## src/design/q16alu_pkg.sv

```systemverilog
// ----------------------------------------------------------------------------
// q16alu_pkg
// shared types and constants of the q16.16 saturating arithmetic unit
// ----------------------------------------------------------------------------
package q16alu_pkg;

  localparam int unsigned DataW    = 32;
  localparam int unsigned FracBits = 16;
  localparam int unsigned NumW     = DataW + FracBits;  // shifted dividend width
  localparam int unsigned NumCells = NumW;              // one quotient bit per cell

  localparam logic signed [DataW-1:0] SatMax = {1'b0, {(DataW-1){1'b1}}};
  localparam logic signed [DataW-1:0] SatMin = {1'b1, {(DataW-1){1'b0}}};

  typedef enum logic [1:0] {
    OP_ADD = 2'd0,
    OP_SUB = 2'd1,
    OP_MUL = 2'd2,
    OP_DIV = 2'd3
  } op_e;

  // item as it walks along the divider cells
  typedef struct packed {
    logic                    valid;
    op_e                     op;
    logic signed [DataW-1:0] res;     // add, subtract or multiply result
    logic        [NumW-1:0]  numq;    // dividend bits out at the top, quotient in at the bottom
    logic        [DataW-1:0] rem;     // partial remainder
    logic        [DataW-1:0] dvsr;    // divisor magnitude
    logic                    neg;     // quotient sign
    logic                    dzero;   // zero divisor
  } cell_t;

  // item leaving the front end
  typedef struct packed {
    logic                      valid;
    op_e                       op;
    logic signed [DataW-1:0]   res;
    logic signed [2*DataW-1:0] prod;
    logic        [NumW-1:0]    num;
    logic        [DataW-1:0]   dvsr;
    logic                      neg;
    logic                      dzero;
  } front_t;

endpackage

```

## src/design/q16alu_front.sv

```systemverilog
// ----------------------------------------------------------------------------
// q16alu_front
// input register, add/subtract, product and divider set-up
// ----------------------------------------------------------------------------
module q16alu_front
  import q16alu_pkg::*;
(
  input  logic                    clk_i,
  input  logic                    rst_ni,
  input  logic                    en_i,
  input  logic                    valid_i,
  input  logic [1:0]              opcode_i,
  input  logic signed [DataW-1:0] left_i,
  input  logic signed [DataW-1:0] right_i,
  output front_t                  front_o
);

  logic                    vld_q;
  op_e                     op_q;
  logic signed [DataW-1:0] a_q, b_q;
  front_t                  front_q, front_d;

  logic signed [DataW:0]   sum;
  logic        [DataW-1:0] mag_a, mag_b;

  always_comb begin
    case (op_q)
      OP_SUB:  sum = {a_q[DataW-1], a_q} - {b_q[DataW-1], b_q};
      default: sum = {a_q[DataW-1], a_q} + {b_q[DataW-1], b_q};
    endcase
    mag_a = a_q[DataW-1] ? DataW'(-a_q) : DataW'(a_q);
    mag_b = b_q[DataW-1] ? DataW'(-b_q) : DataW'(b_q);

    front_d.valid = vld_q;
    front_d.op    = op_q;
    if (sum > $signed({SatMax[DataW-1], SatMax})) begin
      front_d.res = SatMax;
    end else if (sum < $signed({SatMin[DataW-1], SatMin})) begin
      front_d.res = SatMin;
    end else begin
      front_d.res = sum[DataW-1:0];
    end
    front_d.prod  = a_q * b_q;
    front_d.num   = {mag_a, {FracBits{1'b0}}};
    front_d.dvsr  = mag_b;
    front_d.neg   = a_q[DataW-1] ^ b_q[DataW-1];
    front_d.dzero = (b_q == '0);
  end

  always_ff @(posedge clk_i or negedge rst_ni) begin
    if (!rst_ni) begin
      vld_q         <= 1'b0;
      front_q.valid <= 1'b0;
    end else if (en_i) begin
      vld_q   <= valid_i;
      front_q <= front_d;
    end
  end

  always_ff @(posedge clk_i) begin
    if (en_i) begin
      op_q <= op_e'(opcode_i);
      a_q  <= left_i;
      b_q  <= right_i;
    end
  end

  assign front_o = front_q;

endmodule

```

## config.mk

```make
export PLATFORM = sky130hd
export DESIGN_NAME = q16alu_front
export DESIGN_NICKNAME = d
export VERILOG_FILES = /design/src/design/q16alu_pkg.sv /design/src/design/q16alu_front.sv
export SDC_FILE = /design/constraint.sdc
export NUM_CORES = 2
export LEC_CHECK = 0
export BUFFER_PORTS_ARGS = -buffer_cell sky130_fd_sc_hd__buf_4
export CORE_ASPECT_RATIO = 0.75
export CORE_UTILIZATION = 65
export DETAILED_ROUTE_END_ITERATION = 12
export PLACE_DENSITY = 0.81
export SETUP_SLACK_MARGIN = 0.1
export SLEW_MARGIN = 30
export SYNTH_ARGS = -nofsm -noshare
export SYNTH_HDL_FRONTEND = slang
export SYNTH_SLANG_ARGS = --single-unit
```

## constraint.sdc

```tcl
create_clock -name clk_i -period 10.41 [get_ports clk_i]
set_input_delay 0.5205 -clock clk_i [delete_from_list [all_inputs] [get_ports clk_i]]
set_output_delay 0.5205 -clock clk_i [all_outputs]
set_load 0.01 [all_outputs]
```

==> impl_summary.md <==
Run status
The flow ran to the end, and the final reports show no timing, DRC or antenna violations.

GRT
The first global-routing pass estimated 208000 um of wire. In the global route stage, overall resource usage came out at 0.373. The initial antenna violation count came to 4.

The number of global-route vias before repair was approximately 36k. The remaining global-route overflow is 0. Entering global routing, the biggest net connects 70 pins.

Hold path
The number of cells on the worst hold path is 1. The startpoint identified for the worst hold timing path is left_i[19]. The worst hold path terminates at a_q[19]$_DFFE_PP_. The min-delay analysis places its worst path in the category in -> reg.

Logic synthesis
The number of distinct library cell variants in the gate-level netlist after synthesis is between 70 and 80. After synthesis, the cell types taking the most area are sky130_fd_sc_hd__fa_1, sky130_fd_sc_hd__edfxtp_1, sky130_fd_sc_hd__inv_1. The synthesized design contains about 230 register bits.

The sequential cell area fraction in the yosys report is 0.147. After technology mapping, the gate count stands at 4753. Counting flops with a built-in enable in the synthesized netlist gives 230. In this run the mean area of a mapped cell was 9.95 sq um. The leading area contributor after synthesis is sky130_fd_sc_hd__fa_1. The most used flip-flop cell after synthesis is sky130_fd_sc_hd__edfxtp_1.

The post-synthesis instance area is 47300 sq um. The proportion of register bits with asynchronous set or reset after synthesis is 0.00862. The count of yosys warnings during synthesis is 0. The fraction of synthesized cell area taken by the top area cell type is 0.458.

Timing
The number of endpoints failing setup at the final stage is 0. The clock period minus worst slack is 9.15 ns. The max-slew violation count is 0. The worst clock skew is 0.0311 ns. Setup repair after global routing left no endpoint under its margin. The minimum setup slack in the final design is 1.26 ns. The highest clock rate is 0.109 GHz. The transition time at the pin with the least slew margin is 1.08 ns. The setup TNS is 0 ns. The count of final hold-check violations is 0. The share of the cycle needed by the critical path after routing is 0.879. Headroom to the max-slew limit came out at 0.279.

Setup path
Along the worst path, the maximum fanout reaches 23. For the worst setup path, the data required time is about 11 ns. The data arrival time of the critical path is between 9 and 10 ns. The startpoint identified for the worst register-to-register timing path is b_q[8]$_DFFE_PP_. The worst setup path is of the reg -> reg kind.

The worst setup slack for register-to-register paths is approximately 1.3 ns. The first element of the critical path is b_q[8]$_DFFE_PP_. The endpoint of the worst-slack reg-to-reg timing path is front_o[115]$_DFFE_PP_.

Counting cells, the worst reg-to-reg path comes to 25. STA classifies the critical path startpoint as a register. The kind of capture point of the worst setup path is a register.

Cells and area
Relative to the synthesized area, the layout overhead comes to 7.80%. The fraction of layout cells with a size suffix above 1 is 0.0872. The net total in the final layout is 6224. In the layout the commonest cells are sky130_fd_sc_hd__fa_1, sky130_fd_sc_hd__inv_1, sky130_fd_sc_hd__nand2_1, sky130_fd_sc_hd__and2_1, sky130_fd_sc_hd__buf_4.

The library cell used most frequently in the layout, excluding fill and tap cells, is sky130_fd_sc_hd__fa_1. Measured on the finished design, the core utilization comes to 0.709.

Run
The number of maximum-capacitance violations is 0.

CTS
After clock tree synthesis, the clock-pin slew on the worst setup and hold paths is 0.07 ns. The cell sitting at the root of the clock tree is a sky130_fd_sc_hd__clkbuf_16. The level count of the clock H-tree is 1.

The clock passes through at most 3 buffers. The clock tree from TritonCTS is built. In this run, CTS created clock tree buffers numbering 27. The post-cts resize count is 0. The clock drives 232 sinks. The clock latency of the later-clocked register in the worst-skew pair is approximately 0.64 ns.

Detailed routing
Summed over all layers, the routed wires come to 131000 um. The detail-routed net length per standard cell is 22.4 um. In this run, the number of DRC markers left after iteration 0 of detailed routing was 3330. The detail-routed via count per cell is ~5.8. In the routed design, unresolved DRC markers number 0.

The first detailed-routing pass took 7 iterations. The count of antenna-violating nets left after detailed routing is 0. The vias after detailed routing is 34.0k.

Die
The effective utilization at floorplan is 0.658. The number of ports placed on the die boundary is between 200 and 300. The number of core rows is 85.

The core region is 71900 sq um. The die area is 73900 sq um. The die is about 240 um tall. The die width is 313 um.

Placement
In this run the tool buffered the top-level ports with around 230 buffer cells. The congestion estimate from routability-driven global placement came to 0.957. The wire-length estimate of the detail-placed layout is around 110000 um.

Timing analysis after detailed placement gives a worst setup slack of 1.36 ns.
[flip-flops by register name, summed over array words and instances, names as in the netlist]
register / flops
b_q: 32
op_q: 2
a_q: 32
vld_q: 1
front_o: 165
[area by class of cell]
type	count	area [sq um]
Clock inverter	21	269
Fill cell	5081	20900
Timing Repair Buffer	346	2640
Antenna cell	5	12.5
Multi-Input combinational cell	3256	35500
Clock buffer	29	683
Sequential cell	232	6960
Inverter	988	3710
Tap cell	957	1200
[stage by stage]
stage | instance area (sq um) | cells | hold slack (ns)
6_report | 51000 | 5834 | 0.0590
5_1_grt | 51000 | 5830 | 0.0529
4_1_cts | 50900 | 5825 | 0.0343
3_5_place_dp | 49900 | 5774 | 0.310
3_3_place_gp | 49900 | 5772 | 0.309
2_1_floorplan | 47400 | 4768 | 0.225
[how the worst max path moves through the flow]
stage | depth (start not counted) | end | slack, ns
2_1_floorplan | 23 | front_o[144]$_DFFE_PP_ | 2.17
3_3_place_gp | 22 | front_o[141]$_DFFE_PP_ | 1.52
3_5_place_dp | 22 | front_o[141]$_DFFE_PP_ | 1.36
4_1_cts | 22 | front_o[141]$_DFFE_PP_ | 1.38
5_1_grt | 25 | front_o[115]$_DFFE_PP_ | 0.97
6_report | 25 | front_o[115]$_DFFE_PP_ | 1.26
[repair_timing]
action	CTS	global route
endpoints found under the hold margin	2	0
hold buffers	1	0
setup buffers	0	0
[cell families after synthesis]
group / share of synthesized area
muxes: 0.00135
xor gates and xnor gates: 0.0331
adders and majority gates: 0.519
buffers and inverters: 0.103
other: 0.0000793
and+or+nand+nor: 0.148
AOI/OAI and AO/OA: 0.0479
DFF: 0.147
[critical path: stages, from the launching register on]
cell	delay [ns]
sky130_fd_sc_hd__edfxtp_1	0.78
sky130_fd_sc_hd__buf_4	0.43
sky130_fd_sc_hd__nand2_1	0.13
sky130_fd_sc_hd__fa_1	0.58
sky130_fd_sc_hd__inv_1	0.06
sky130_fd_sc_hd__fa_1	0.43
sky130_fd_sc_hd__fa_1	0.50
sky130_fd_sc_hd__inv_1	0.06
sky130_fd_sc_hd__fa_1	0.49
sky130_fd_sc_hd__inv_1	0.06
sky130_fd_sc_hd__fa_1	0.50
sky130_fd_sc_hd__inv_1	0.06
sky130_fd_sc_hd__fa_1	0.52
sky130_fd_sc_hd__inv_1	0.05
sky130_fd_sc_hd__fa_1	0.48
sky130_fd_sc_hd__fa_1	0.41
sky130_fd_sc_hd__ha_1	0.41
sky130_fd_sc_hd__a2111oi_0	0.43
sky130_fd_sc_hd__o21ai_0	0.31
sky130_fd_sc_hd__o21ai_0	0.15
sky130_fd_sc_hd__o21ai_0	0.12
sky130_fd_sc_hd__a31oi_1	0.39
sky130_fd_sc_hd__o21ai_0	0.28
sky130_fd_sc_hd__a311oi_1	0.78
sky130_fd_sc_hd__o21ai_0	0.24
sky130_fd_sc_hd__xor2_1	0.19
[per-layer routing]
metal | GRT usage | vias up | routed length, um
met5 | 0 | - | 27
met4 | 0.103 | 4 | 4070
met3 | 0.154 | 242 | 20700
met2 | 0.508 | 2273 | 54200
met1 | 0.550 | 17100 | 51500
li1 | - | 14400 | -
[cells in the mapped netlist, drive strengths merged, types with 5 or more instances]
master / count
nor3: 20
nand2: 570
nand2b: 25
edfxtp: 230
or2: 12
nand4: 12
maj3: 11
o41ai: 6
fa: 1083
a21o: 36
a31oi: 13
a311oi: 5
nor4: 10
o211ai: 12
o21bai: 13
a21boi: 6
o31ai: 23
nor2b: 13
a211oi: 12
ha: 220
and3: 20
or3: 12
nand3: 33
xnor2: 131
a21oi: 111
clkbuf: 234
inv: 988
o21ai: 70
nor2: 117
and2: 517
o21a: 11
or4: 13
buf: 58
xor2: 48
Power is left out: the tool's default activity adds up to more than one toggle a clock period on the data nets, which glitch-free logic cannot reach.
