`src/design/q16alu_pkg.sv`:
```
// ----------------------------------------------------------------------------
// q16alu_pkg
// shared types and constants of the q16.16 saturating arithmetic unit
// ----------------------------------------------------------------------------
package q16alu_pkg;

  localparam int unsigned DataW    = 32;
  localparam int unsigned FracBits = 16;
  localparam int unsigned NumW     = DataW + FracBits;  // shifted dividend width
  localparam int unsigned NumCells = NumW;              // one quotient bit per cell

  localparam logic signed [DataW-1:0] SatMax = {1'b0, {(DataW-1){1'b1}}};
  localparam logic signed [DataW-1:0] SatMin = {1'b1, {(DataW-1){1'b0}}};

  typedef enum logic [1:0] {
    OP_ADD = 2'd0,
    OP_SUB = 2'd1,
    OP_MUL = 2'd2,
    OP_DIV = 2'd3
  } op_e;

  // item as it walks along the divider cells
  typedef struct packed {
    logic                    valid;
    op_e                     op;
    logic signed [DataW-1:0] res;     // add, subtract or multiply result
    logic        [NumW-1:0]  numq;    // dividend bits out at the top, quotient in at the bottom
    logic        [DataW-1:0] rem;     // partial remainder
    logic        [DataW-1:0] dvsr;    // divisor magnitude
    logic                    neg;     // quotient sign
    logic                    dzero;   // zero divisor
  } cell_t;

  // item leaving the front end
  typedef struct packed {
    logic                      valid;
    op_e                       op;
    logic signed [DataW-1:0]   res;
    logic signed [2*DataW-1:0] prod;
    logic        [NumW-1:0]    num;
    logic        [DataW-1:0]   dvsr;
    logic                      neg;
    logic                      dzero;
  } front_t;

endpackage

```
`src/design/q16alu_cell.sv`:
```
// ----------------------------------------------------------------------------
// q16alu_cell
// one restoring-division step: one quotient bit, registered
// ----------------------------------------------------------------------------
module q16alu_cell
  import q16alu_pkg::*;
(
  input  logic  clk_i,
  input  logic  rst_ni,
  input  logic  en_i,
  input  cell_t cell_i,
  output cell_t cell_o
);

  cell_t         cell_q, cell_d;
  logic [DataW:0] trial, diff;

  always_comb begin
    trial  = {cell_i.rem, cell_i.numq[NumW-1]};
    diff   = trial - {1'b0, cell_i.dvsr};
    cell_d = cell_i;
    if (!diff[DataW]) begin
      cell_d.rem  = diff[DataW-1:0];
      cell_d.numq = {cell_i.numq[NumW-2:0], 1'b1};
    end else begin
      cell_d.rem  = trial[DataW-1:0];
      cell_d.numq = {cell_i.numq[NumW-2:0], 1'b0};
    end
  end

  always_ff @(posedge clk_i or negedge rst_ni) begin
    if (!rst_ni) begin
      cell_q.valid <= 1'b0;
    end else if (en_i) begin
      cell_q <= cell_d;
    end
  end

  assign cell_o = cell_q;

endmodule

```
`config.mk`:
```
export PLATFORM = sky130hd
export DESIGN_NAME = q16alu_cell
export DESIGN_NICKNAME = d
export VERILOG_FILES = /design/src/design/q16alu_pkg.sv /design/src/design/q16alu_cell.sv
export SDC_FILE = /design/constraint.sdc
export NUM_CORES = 1
export LEC_CHECK = 0
export BUFFER_PORTS_ARGS = -buffer_cell sky130_fd_sc_hd__buf_2
export CORE_MARGIN = 1.5
export CORE_UTILIZATION = 49
export CTS_BUF_LIST = sky130_fd_sc_hd__clkbuf_4 sky130_fd_sc_hd__clkbuf_8
export DETAILED_ROUTE_END_ITERATION = 10
export GPL_TIMING_DRIVEN = 0
export PLACE_DENSITY_LB_ADDON = 0.15
export SYNTH_ARGS = -nofsm -noshare
export SYNTH_HDL_FRONTEND = slang
export SYNTH_SLANG_ARGS = --single-unit
export TNS_END_PERCENT = 1
```
`constraint.sdc`:
```
create_clock -name clk_i -period 0.8 [get_ports clk_i]
set_input_delay 0.12 -clock clk_i [delete_from_list [all_inputs] [get_ports clk_i]]
set_output_delay 0.12 -clock clk_i [all_outputs]
set_load 0.02 [all_outputs]
```
==> out/metrics.csv, run 1 <==
stage,metric,value,unit
sta,Fmax,476,MHz
die,Initial Util,50.4,%
cells_and_area,post-layout util,82.4,%
synth,syn nets,673,
detailed_routing,Pre-antenna DRT Iters,5,
detailed_routing,overall via count from detail_route,5995,
power,VDD IR max,1010,uV
sta,Final Max Slew Viols,0,
die,die height,120,um
clock_tree,H-tree depth,4,
grt,antenna violations before repair,1,
clock_tree,"CTS clk-pin slew, worst paths",0.08,ns
sta,Slew @ Worst Pin,0.533,ns
cells_and_area,Area Overhead vs Synth,63.4,%
synth,cells after synthesis,488,
sta,Hold Fails Final Rpt,0,
sta,Tmin final,2.10,ns
detailed_routing,via/cell ratio,5.15,
synth,asr flop ratio synth,0.671,%
power,Pwr Total,20.6,mW
power,Leak Pwr,4.68,nW
sta,PnR worst setup slack,-1.30,ns
clock_tree,root buf cell,clkbuf_8,
sta,# setup viols final,293,
die,core area,13300,um^2
setup_path,Worst EP required,1.01,ns
die,die width,120,um
status,outcome,"finished, violations left",
die,I/O pin cnt,301,
die,# rows,42,
detailed_routing,Iter 0 DRT Violations,470,
synth,"Warnings, synthesis",0,
die,die area,14400,um^2
sta,RSZ-0062 raised after global routing,yes,
synth,commonest register cell after synthesis,edfxtp_1,
grt,Total GRT Usage,30.4,%
cells_and_area,net count reported at finish,1160,
synth,Synth cell types,56,
sta,hold_ws,0.0221,ns
detailed_routing,# DRC,0,
synth,syn_area_per_cell,13.7,um^2
cells_and_area,max reg flops,149,
detailed_routing,post-route ant nets,0,
setup_path,Crit. End Element,flip-flop,
cells_and_area,share of layout cells above drive strength 1,42.1,%
grt,gr ovfl total,0,
placement,I/O Buffers,300,
grt,first-pass GRT wire length,32700,um
flow_run,max-cap violation count,0,
clock_tree,Clock Path Buffers,2,
clock_tree,cts bufs inserted,17,
synth,"EDFF count, synth",148,
detailed_routing,drt total wl,22700,um
cells_and_area,FILL cells,704,
grt,vias in the first global route,6063,
setup_path,WS Path Type,input port to flip-flop,
sta,Setup TNS,-120.25,ns
clock_tree,Sink Count,149,
synth,post-synthesis sequential area ratio,66.7,%
synth,Synth Register Bits,149,
worst_hold_path,Hold Path Class,input port to flip-flop,
synth,area of the mapped netlist,6700,um^2
sta,Max Clock Skew,0,ns
clock_tree,CTS tree,done,
setup_path,CP arrival,2.31,ns
sta,Rel. slew slack,64.5,%
detailed_routing,DR WL/cell,19.5,um
clock_tree,Clock Latency Late Sink,0.45,ns
placement,HPWL after detailed placement,13600,um
grt,largest net degree at the start of global routing,70,
status,failing checks,negative setup slack,
power,cell area power density,1880,nW/um^2
sta,crit share post-route,263,%
setup_path,crit path max fanout,5,
placement,routability congestion estimate,0.872,
setup_path,startpoint types,input port,
-- through the flow --
stage | worst slack, ns | std cells | cell area [um^2]
2_1_floorplan | -1.61 | 488 | 6720
3_3_place_gp | -2.23 | 964 | 8440
3_5_place_dp | -2.12 | 966 | 8490
4_1_cts | -1.32 | 1160 | 10700
5_1_grt | -1.35 | 1165 | 11000
6_report | -1.30 | 1165 | 11000
-- per-layer routing --
| metal | GRT usage, % | wire length [um] | up-vias |
|---|---|---|---|
| li1 | - | - | 2796 |
| met1 | 33.7 | 8320 | 2868 |
| met2 | 53.9 | 11900 | 278 |
| met3 | 7.22 | 1630 | 53 |
| met4 | 16.7 | 854 | 0 |
| met5 | 0 | 0 | - |
-- logic make-up (layout without fill, tap and decap cells) --
group	count (synthesis)	in the layout	share of synthesized area [%]
xor+xnor	26	26	3.40
buf+inv	49	549	3.51
compound gates	126	126	12.3
mux	4	4	0.709
other cells	0	1	0
fa+ha+maj	33	33	6.27
simple gates	101	101	7.17
flops	149	149	66.7
-- cells in the mapped netlist, drive strengths merged (3+ instances only) --
master / instances / area (um^2)
and3: 4 / 30.0
xnor2: 15 / 131
inv: 40 / 153
o21a: 6 / 45.0
nand2b: 4 / 25.0
xor2: 11 / 96.3
nand3: 5 / 25.0
nand4: 5 / 31.3
o21ai: 50 / 254
a21oi: 24 / 124
or3: 3 / 18.8
edfxtp: 148 / 4440
nand2: 53 / 201
a21o: 12 / 90.1
or2: 4 / 25.0
a211oi: 6 / 45.0
buf: 7 / 75.1
a31oi: 3 / 18.8
ha: 32 / 400
nor2b: 4 / 25.0
nor2: 9 / 33.8
o211ai: 6 / 58.8
nor3: 4 / 20.0
mux2: 3 / 37.5
-- final timing paths --
| check | startpoint | to | slack (ns) | cells after the start |
|---|---|---|---|---|
| setup / recovery | cell_i[2] | cell_o[43] | -1.30 | 12 |
| hold / removal | cell_i[42] | cell_o[43] | 0.02 | 2 |
| setup reg to reg | cell_o[148] | cell_o[148] | 0.01 | 1 |
| hold reg to reg | cell_o[148] | cell_o[148] | 0.57 | 1 |
| max in group asynchronous | rst_ni | cell_o[148] | 0.20 | 3 |
| min in group asynchronous | rst_ni | cell_o[148] | 0.50 | 3 |
-- placed cells by master (no fill, tap or decap), types with 3 or more instances in the layout --
| cell | instances |
|---|---|
| o21ai_0 | 24 |
| xor2_1 | 11 |
| xnor2_1 | 15 |
| o21ai_1 | 23 |
| nand2_1 | 52 |
| ha_2 | 4 |
| a21oi_1 | 19 |
| o21a_1 | 6 |
| o211ai_1 | 5 |
| ha_1 | 14 |
| buf_8 | 5 |
| nor2_1 | 9 |
| ha_4 | 14 |
| or3_1 | 3 |
| inv_4 | 3 |
| clkbuf_4 | 3 |
| dlygate4sd3_1 | 148 |
| buf_6 | 22 |
| buf_2 | 281 |
| nor3_1 | 4 |
| clkbuf_8 | 17 |
| or2_2 | 3 |
| clkinvlp_4 | 5 |
| nor2b_1 | 3 |
| nand3_1 | 5 |
| inv_1 | 35 |
| a21o_1 | 12 |
| and3_1 | 3 |
| nand4_1 | 5 |
| nand2b_1 | 4 |
| buf_4 | 18 |
| a21oi_2 | 5 |
| a31oi_1 | 3 |
| a211oi_2 | 3 |
| edfxtp_1 | 148 |
-- worst max-delay path, cell delays in order --
cell	delay, ns
buf_8	0.10
ha_4	0.15
fa_2	0.35
nor2b_2	0.13
o31a_1	0.20
o21ai_2	0.10
a31o_4	0.28
a211o_1	0.29
o211ai_4	0.09
buf_6	0.16
inv_4	0.04
mux2_4	0.28
-- what timing repair did --
item / 4_1_cts / 5_1_grt
endpoints found under the hold margin: 147 / 0
buffers inserted: 16 / 4
hold buffers: 148 / 0
pin swaps: 16 / 12
gates resized for setup: 51 / 58
endpoints found under the setup margin: 293 / 294
-- cell type report --
class	instances	area, um^2	area share [%]
Buffer	7	86.3	0.788
Sequential cell	149	4470	40.8
Multi-Input combinational cell	290	2290	20.9
Clock buffer	19	249	2.27
Antenna cell	1	2.50	0.0229
Timing Repair Buffer	470	3320	30.3
Inverter	40	158	1.44
Clock inverter	13	150	1.37
Tap cell	176	220	2.01
-- where the power goes --
part | internal (mW) | switching, mW | total (mW) | leakage (nW)
clock network | 2.89 | 3.12 | 6.01 | 0.187
registers | 9.29 | 0.182 | 9.47 | 1.40
logic | 2.33 | 2.79 | 5.12 | 3.09
total | 14.5 | 6.08 | 20.6 | 4.68
Note: power is estimated with default switching activity, not from simulation.
==> inputs of run 2 (changes only) <==
==> constraint.sdc (replaced) <==
create_clock -name clk_i -period 0.8 [get_ports clk_i]
set_input_delay 0.08 -clock clk_i [delete_from_list [all_inputs] [get_ports clk_i]]
set_output_delay 0.08 -clock clk_i [all_outputs]
set_load 0.02 [all_outputs]
==> run 2 against run 1 <==
  * The flow finishes with violations (negative hold slack, negative setup slack)
  * Critical path type unchanged
  * Utilization is 0.13 points lower
  * Critical endpoint unchanged
  * Count of clock-buffer cells in the layout stayed put
  * Maximum frequency is 0.41% higher
  * Wire length is 0.56% higher
==> out/metrics.csv, run 2 (synthesis results as in run 1) <==
stage,metric,value,unit,change
sta,hold_ws,-0.0228,ns,-0.0449 ns
clock_tree,Clock Latency Late Sink,0.45,ns,about the same
sta,crit share post-route,261,%,-1.1 points
setup_path,crit-path cells,buf_8 -> ha_4 -> fa_2 -> nor2b_2 -> o31a_1 -> o21ai_2 -> a31o_4 -> a211o_1 -> o211ai_4 -> buf_6 -> inv_4 -> mux2_4,,
clock_tree,Clock Path Buffers,2,,unchanged
detailed_routing,overall via count from detail_route,5993,,-0.033%
grt,Total GRT Usage,30.5,%,+0.031 points
placement,I/O Buffers,300,,unchanged
placement,HPWL after detailed placement,13600,um,unchanged
setup_path,WS Path Type,input port to flip-flop,,
detailed_routing,# DRC,0,,unchanged
clock_tree,Sink Count,149,,unchanged
die,I/O pin cnt,301,,unchanged
power,Pwr Total,20.6,mW,-0.10%
detailed_routing,via/cell ratio,5.14,,-0.12%
sta,RSZ-0062 raised after global routing,yes,,
detailed_routing,Iter 0 DRT Violations,464,,-1.3%
detailed_routing,drt total wl,22800,um,+0.56%
detailed_routing,Pre-antenna DRT Iters,5,,unchanged
detailed_routing,DR WL/cell,19.6,um,+0.48%
cells_and_area,max reg flops,149,,unchanged
setup_path,max incr delay on CP,0.35,ns,about the same
sta,Final Max Slew Viols,0,,unchanged
die,die area,14400,um^2,unchanged
power,clock share of power,29.3,%,about the same
cells_and_area,share of layout cells above drive strength 1,42.1,%,-0.043 points
sta,Fmax,478,MHz,+0.41%
sta,Max Clock Skew,0,ns,unchanged
setup_path,slowest CP cell,fa_2,,
die,Initial Util,50.4,%,unchanged
cells_and_area,area of the multi-input gates,2270,um^2,-1.1%
grt,largest net degree at the start of global routing,70,,unchanged
power,combinational share of power,24.7,%,about the same
power,cell area power density,1880,nW/um^2,about the same
die,die height,120,um,unchanged
clock_tree,CTS Hold Buffers Added,150,,+1.4%
grt,vias in the first global route,6062,,-0.016%
die,die width,120,um,unchanged
cells_and_area,final instance area,10900,um^2,-0.16%
clock_tree,H-tree depth,4,,unchanged
cells_and_area,Register Area,4470,um^2,unchanged
placement,placed cell areas,8490,um^2,unchanged
power,Pint,14.5,mW,-0.16%
setup_path,crit path max fanout,5,,unchanged
power,VDD IR max,1050,uV,+3.9%
power,Leak Pwr,4.68,nW,+0.10%
flow_run,max-cap violation count,0,,unchanged
power,Sw Share,29.6,%,+0.037 points
sta,Slew @ Worst Pin,0.531,ns,-0.00158 ns
detailed_routing,post-route ant nets,0,,unchanged
power,Seq pwr share,46.0,%,about the same
sta,Rel. slew slack,64.6,%,+0.11 points
clock_tree,root buf cell,clkbuf_8,,
worst_hold_path,Hold Path Class,input port to flip-flop,,
cells_and_area,net count reported at finish,1161,,+0.086%
cells_and_area,post-layout util,82.2,%,-0.13 points
sta,PnR worst setup slack,-1.29,ns,+0.00864 ns
setup_path,Worst EP required,1.01,ns,about the same
setup_path,startpoint types,input port,,
grt,first-pass GRT wire length,32700,um,about the same
sta,# setup viols final,293,,unchanged
sta,Hold Fails Final Rpt,1,,+1
grt,antenna violations before repair,1,,unchanged
grt,gr ovfl total,0,,unchanged
cells_and_area,FILL cells,719,,+2.1%
cells_and_area,"commonest non-fill, non-tap cell in the layout",buf_2,,
clock_tree,"CTS clk-pin slew, worst paths",0.08,ns,about the same
clock_tree,CTS tree,done,,
status,failing checks,"negative hold slack, negative setup slack",,
cells_and_area,"commonest non-fill, non-tap cells in the layout","buf_2, dlygate4sd3_1, edfxtp_1",,
sta,Tmin final,2.09,ns,-0.00864 ns
setup_path,Crit. End Element,flip-flop,,
clock_tree,cts bufs inserted,17,,unchanged
status,outcome,"finished, violations left",,
die,core area,13300,um^2,unchanged
setup_path,CP arrival,2.30,ns,about the same
placement,routability congestion estimate,0.872,,unchanged
power,NetSw,6.09,mW,about the same
cells_and_area,Area Overhead vs Synth,63.1,%,
die,# rows,42,,unchanged
==> run 2: power groups by stage <==
stage / sequential [mW] / clock (mW) / combinational (mW)
3_5_place_dp: 9.59 / 0 / 3.88
2_1_floorplan: 10.4 / 0 / 1.68
3_3_place_gp: 9.60 / 0 / 3.77
4_1_cts: 9.42 / 6.01 / 4.74
6_report: 9.47 / 6.02 / 5.08
5_1_grt: 9.51 / 6.35 / 5.42
==> run 2: path summary, 6_finish.rpt <==
path	start	end	slack, ns	cells after the start
max	cell_i[2]	cell_o[43]	-1.29	12
min	cell_i[42]	cell_o[43]	-0.02	2
max reg2reg	cell_o[148]	cell_o[148]	0.01	1
min reg2reg	cell_o[148]	cell_o[148]	0.57	1
max in group asynchronous	rst_ni	cell_o[148]	0.25	3
min in group asynchronous	rst_ni	cell_o[148]	0.45	3
==> run 2: critical path: cells and delay by family <==
| family | cells | cell delay [ns] |
|---|---|---|
| AO/OA/AOI/OAI | 5 | 0.97 |
| adder cells (fa/ha/maj) | 2 | 0.50 |
| buffers and inverters | 3 | 0.30 |
| multiplexers | 1 | 0.28 |
| AND/OR/NAND/NOR | 1 | 0.16 |
==> run 2: through the flow <==
stage	setup slack [ns]	hold WS [ns]	instances	TNS, ns
floorplan	-1.57	-0.216	488	-279.45
global placement	-2.19	-0.140	964	-387.56
detailed placement	-2.08	-0.135	966	-157.58
CTS	-1.28	-0.0669	1162	-107.11
global route	-1.35	-0.0270	1166	-123.46
finish	-1.29	-0.0228	1166	-109.82
==> run 2: cell type report <==
type	instances	share of cell area (%)
Sequential cell	149	40.9
Timing Repair Buffer	471	30.5
Multi-Input combinational cell	290	20.7
Clock buffer	19	2.28
Tap cell	176	2.01
Inverter	40	1.44
Clock inverter	13	1.37
Buffer	7	0.755
Antenna cell	1	0.0229
==> run 2: routing by layer <==
metal	global-route usage, %	share of wire [%]	up-vias	wire length, um
li1	-	-	2807	-
met1	33.6	37	2879	8460
met2	54.1	52	249	11900
met3	7.22	6.7	58	1520
met4	16.7	4.0	0	913
met5	0	0	-	0
==> run 2: timing repair <==
action / CTS / global route
setup endpoints to repair: 293 / 294
pin swaps: 16 / 13
endpoints found under the hold margin: 149 / 1
gates resized for setup: 51 / 53
buffers inserted: 16 / 3
